===== src/hw/rtl/sial_pkg.sv =====
// Shared constants, request and status codes, and payload types of the array list unit.
`default_nettype none

package sial_pkg;

  localparam int DEPTH      = 128;
  localparam int WORD_WIDTH = 32;

  localparam int AW    = (DEPTH > 1) ? $clog2(DEPTH) : 1;
  localparam int CNT_W = $clog2(DEPTH + 1);
  localparam int CMP_W = (CNT_W > 8) ? CNT_W : 8;

  localparam logic [2:0] REQ_INSERT     = 3'd0;
  localparam logic [2:0] REQ_REMOVE     = 3'd1;
  localparam logic [2:0] REQ_READ       = 3'd2;
  localparam logic [2:0] REQ_PUSH_FRONT = 3'd3;
  localparam logic [2:0] REQ_PUSH_BACK  = 3'd4;
  localparam logic [2:0] REQ_POP_FRONT  = 3'd5;
  localparam logic [2:0] REQ_POP_BACK   = 3'd6;

  localparam logic [1:0] ST_OK        = 2'd0;
  localparam logic [1:0] ST_FULL      = 2'd1;
  localparam logic [1:0] ST_EMPTY     = 2'd2;
  localparam logic [1:0] ST_BAD_INDEX = 2'd3;

  typedef struct packed {
    logic [2:0]         req_type;
    logic [7:0]         position;
    logic signed [31:0] item_value;
  } req_t;

  typedef struct packed {
    logic [1:0]         status;
    logic signed [31:0] read_value;
    logic [7:0]         entry_count;
    logic               empty_flag;
    logic               full_flag;
  } rsp_t;

  typedef struct packed {
    logic                  en;
    logic [AW-1:0]         addr;
    logic [WORD_WIDTH-1:0] data;
  } ram_wr_t;

  typedef struct packed {
    logic          en;
    logic [AW-1:0] addr;
  } ram_rd_t;

endpackage

`default_nettype wire


===== src/hw/rtl/sial_store.sv =====
// Entry store: one write port and one read port with registered read data.
`default_nettype none

module sial_store (
  input  wire                               clk,
  input  wire sial_pkg::ram_wr_t            wr,
  input  wire sial_pkg::ram_rd_t            rd,
  output logic [sial_pkg::WORD_WIDTH-1:0]   rd_data
);

  logic [sial_pkg::WORD_WIDTH-1:0] mem [sial_pkg::DEPTH];

  always_ff @(posedge clk) begin
    if (wr.en) begin
      mem[wr.addr] <= wr.data;
    end
  end

  always_ff @(posedge clk) begin
    if (rd.en) begin
      rd_data <= mem[rd.addr];
    end
  end

endmodule

`default_nettype wire


===== config.mk =====
export PLATFORM = sky130hd
export DESIGN_NAME = sial_store
export DESIGN_NICKNAME = d
export VERILOG_FILES = /design/src/hw/rtl/sial_pkg.sv /design/src/hw/rtl/sial_store.sv
export SDC_FILE = /design/constraint.sdc
export NUM_CORES = 2
export LEC_CHECK = 0
export BUFFER_PORTS_ARGS = -buffer_cell sky130_fd_sc_hd__buf_4
export CAP_MARGIN = 15
export CORE_MARGIN = 5
export CORE_UTILIZATION = 50
export DETAILED_ROUTE_END_ITERATION = 6
export GPL_TIMING_DRIVEN = 0
export MAX_ROUTING_LAYER = met4
export PLACE_DENSITY = 0.71
export SETUP_SLACK_MARGIN = 0.4
export SYNTH_ARGS = -nofsm -noshare
export SYNTH_HDL_FRONTEND = slang
export SYNTH_SLANG_ARGS = --single-unit

===== constraint.sdc =====
create_clock -name clk -period 5.2 [get_ports clk]
set_clock_uncertainty 0.05 [all_clocks]
set_input_delay 0.26 -clock clk [delete_from_list [all_inputs] [get_ports clk]]
set_output_delay 0.26 -clock clk [all_outputs]
set_load 0.01 [all_outputs]

; ---- Word-level counts from Yosys, hierarchy flattened
; Memories as Yosys holds them, arrays and structs flattened. A register that Yosys moved wholly into a read port is not among the register bits.
; Cells that the tools add are included.
[word_totals]
ff_bits = 0
latchBits = 0
ram_bits = 4096
romBits = 0
inputBits = 49
output_inout_bits = 32
wordCells = 3
mem_count = 1
[memory_table]
columns = name, words, word_bits, rd, rd_ports_with_merged_regs, wr, line_no
row1 = mem, 128, 32, 1, 1, 1, sial_store.sv:11  ; logic [sial_pkg::WORD_WIDTH-1:0] mem [sial_pkg::DEPTH];
[classes]
n_addsub = 0
n_mul = 0
n_div = 0
order_cmp = 0
n_eq_ne = 0
shifts = 0
muxes = 2
n_bitwise = 0
n_reduce_logical = 0
[ops]
columns = cell, n
row1 = 1-bit 2-to-1 mux, 2

; ---- Depth between registers and ports, before layout
[logic_depth]
depth_word = 2
mapped_depth = 8
depth_no_buf = 4

; ---- Least setup slack after synthesis
; No wires, ideal clock.
[synth_path]
path_type = in2reg
start = in wr[39] (netlist bit)
end = mem mem[98][0] (netlist bit), enable pin
setup_ps = 461
arrival_ps = 3038
required_ps = 4689
setup_slack_ps = 1651
cell_stages = 3
path_buffers = 1
cell_sequence = clkbuf_1 nand4_1 nor3_1
[synth_between]
elab_chain_cells = 2
[synth_lines]
columns = item, line_no
row1 = from (decl), sial_store.sv:6  ; input wire sial_pkg::ram_wr_t wr,
row2 = 1-bit 2-to-1 mux, sial_store.sv:14  ; if (wr.en) begin
row3 = 1-bit 2-to-1 mux (implied by the code), sial_store.sv:15  ; mem[wr.addr] <= wr.data;
row4 = to (decl), sial_store.sv:11
; No other way between the ends.

==> results_dict.tcl <==
set metrics [dict create \
    status "finished with violations" \
    failed_checks "design-rule violations" \
    timing_hold_violations_final 0 \
    setup_ws_ns 0.834 \
    nFillCells 21084 \
    cts_tree "built" \
    clkLatencyLatePin_ns 1.00 \
    synthTopCellsByArea "edfxtp_1 79%, mux4_2 19%, clkbuf_1 0.44%" \
    num_vias 73968 \
    synth.top_cell.area_share 0.792 \
    finalCritPeriodShare 0.840 \
    crit_chain "clkbuf_1 -> buf_2 -> clkbuf_1 -> buf_6 -> clkbuf_1 -> mux4_2 -> mux4_2 -> mux4_2 -> mux2_2" \
    chipHeight_um 570 \
    intPower_mw 54.5 \
    start_util 0.502 \
    first_pass_iters 7 \
    grt_use_total 0.266 \
    syn_inst 5990 \
    fin_nets 6749 \
    cp_max_fo 10 \
    synth_top_cell_by_area "edfxtp_1" \
    tightest_slew_ns 1.29 \
    grt_pass1_wl_um 582000 \
    layout.cells.non_filler 11306 \
    relSlewSlack 0.141 \
    switching_share 0.219 \
    dpl_cell_area_um2 167000 \
    post-place-ws_ns 0.0245 \
    route.detailed.drc 1 \
    switchingPower_mw 15.3 \
    syn_nets 6039 \
    pwr-share-comb 0.057 \
    static-leakage-power_nw 55.4 \
    ys.warnings.count 0 \
    holdWs_ns 0.111 \
    cp.required_ns 5.86 \
    rsz0062_at_grt "no" \
    final_util 0.582 \
    port_buffers 69 \
    clock.fmax_ghz 0.229 \
    setup_violations 0 \
    cts-root-buf "clkbuf_16" \
    max_cap_violations 0 \
    powerDensity_nw_per_um2 384 \
    ys_async_sr_fraction 0 \
    worst_setup_path_start_kind "input pin" \
    synthFlopType "edfxtp_1" \
    post-route-cell-area_um2 182000 \
    ir_drop_mv 0.275 \
    final.min_clock_period_ns 4.37 \
    place_congestion 0.898 \
    wire_per_inst_um 37.3 \
    p_total_mw 69.8 \
    critPathBufInv 5 \
    critPathMaxStageDelay_ns 0.80 \
    clockBufferDepth 4 \
    synth_seq_area_share 0.792 \
    synth_cell_types 16 \
    endpoint_kind "register" \
    critPathTopFamily "buffers and inverters" \
    ys_seq_elements 4128 \
    cp.arrival_ns 5.02 \
    viasPerCell 6.54 \
    grt_pass1_vias 72720 \
    rows 205 \
    layout-drive-gt1-share 0.349 \
    die-area_um2 324000 \
    synth_edf_count 4128 \
    postCtsSetupBuffers 0 \
    crit_path_top_delay_cell "clkbuf_1" \
    die_w_um 570 \
    io_pins 81 \
    syn_area_um2 157000 \
    overflow 0 \
    power_frac_clock 0.415 \
    timing.setup.tns_ns 0 \
    synth.avg_cell_area_um2 26.1 \
    min_path_type "in2reg" \
    worstSetupPathType "in2reg" \
    maxSlewViolCount 0 \
    cts_buffers 397 \
    h-tree-depth 5 \
    p_seq_frac 0.528 \
    areaGrowthSynthToFinish_pct 15.9 \
    clk_pin_slew_worst_paths_ns 0.06 \
    grt_start_max_net_pins 129 \
    ant_nets 0 \
    fp.coreArea_um2 312000 \
    totalWireLength_um 421000 \
    place_hpwl_um 278000 \
    grt_antenna_before_repair 84 \
    place_inst 10390 \
    synth.top_cells.by_count "4128 x edfxtp_1, 1344 x mux4_2, 182 x clkbuf_1" \
    synth.most_common_cell "edfxtp_1" \
    drt-initial-drc-count 12783 \
    clock_sinks 4128 \
]
[cells in the final DEF, fill, tap and decap left out, types with 9 or more instances in the layout]
cell type      synthesis  final
clkinv_16              0     14
diode_2                0    134
dlygate4sd3_1          0     36
buf_1                 50     50
clkinv_2               0     70
clkinvlp_4             0     23
buf_6                  2     40
nand2_1               14     14
buf_4                  3     64
buf_12                 0     69
nor2_4                 0    119
buf_8                  0     13
clkbuf_16              0    399
edfxtp_1            4128   4128
buf_16                 0     94
clkbuf_2               0     23
nor3_2                 0      9
bufinv_16              0     42
nand3_1               12     12
mux2_2                32     32
mux4_2              1344   1344
clkinv_1               0    101
buf_2                 79     79
clkbuf_1             182    221
[cell type report]
class / instances / area [µm²] / share of cell area
flip-flops and latches: 4128 / 124000 / 0.683
plain buffers: 316 / 1340 / 0.00738
multi-input cells: 1546 / 32300 / 0.178
diodes: 134 / 335 / 0.00185
clock buffers: 461 / 10200 / 0.0563
repair buffers: 311 / 5410 / 0.0298
clock inverters: 270 / 2860 / 0.0158
well taps: 4140 / 5180 / 0.0285
[what timing repair did]
action	in CTS	in global routing
gates resized for setup	0	0
setup endpoints to repair	0	0
hold endpoints to repair	1508	615
hold buffers	27	9
[cell families after synthesis]
| family | synth area share |
|---|---|
| buffers and inverters | 0.00837 |
| and+or+nand+nor | 0.00445 |
| DFF | 0.792 |
| muxes | 0.196 |
[routing by layer]
layer  part of all wire  GRT usage  routed length (µm)  vias up
li1                   -          -                   -    28040
met1               0.35      0.356              148000    39675
met2               0.48      0.404              204000     5459
met3               0.12     0.0556               49300      794
met4              0.046      0.109               19400        0
met5                  0          -                   0        -
[worst paths after layout]
| path | startpoint | end | slack [ns] | cells after the start |
|---|---|---|---|---|
| max | rd[2] | rd_data[9] | 0.83 | 9 |
| min | wr[29] | mem[116][29] | 0.11 | 2 |
| max reg2reg | mem[94][9] | rd_data[9] | 2.19 | 4 |
| min reg2reg | mem[8][13] | rd_data[13] | 1.21 | 4 |
[flip-flops by register name, summed over array words and instances (netlist names)]
register / flops
mem: 4096
rd_data: 32
[power groups by stage]
stage               combinational [mW]  sequential (mW)  clock [mW]
CTS                               3.89             36.8        29.2
floorplan                         1.77             37.5           0
finish                            3.99             36.8        29.0
detailed placement                3.84             37.5           0
global route                      4.08             36.8        30.8
global placement                  3.60             37.5           0
(Power assumes the default switching activity.)
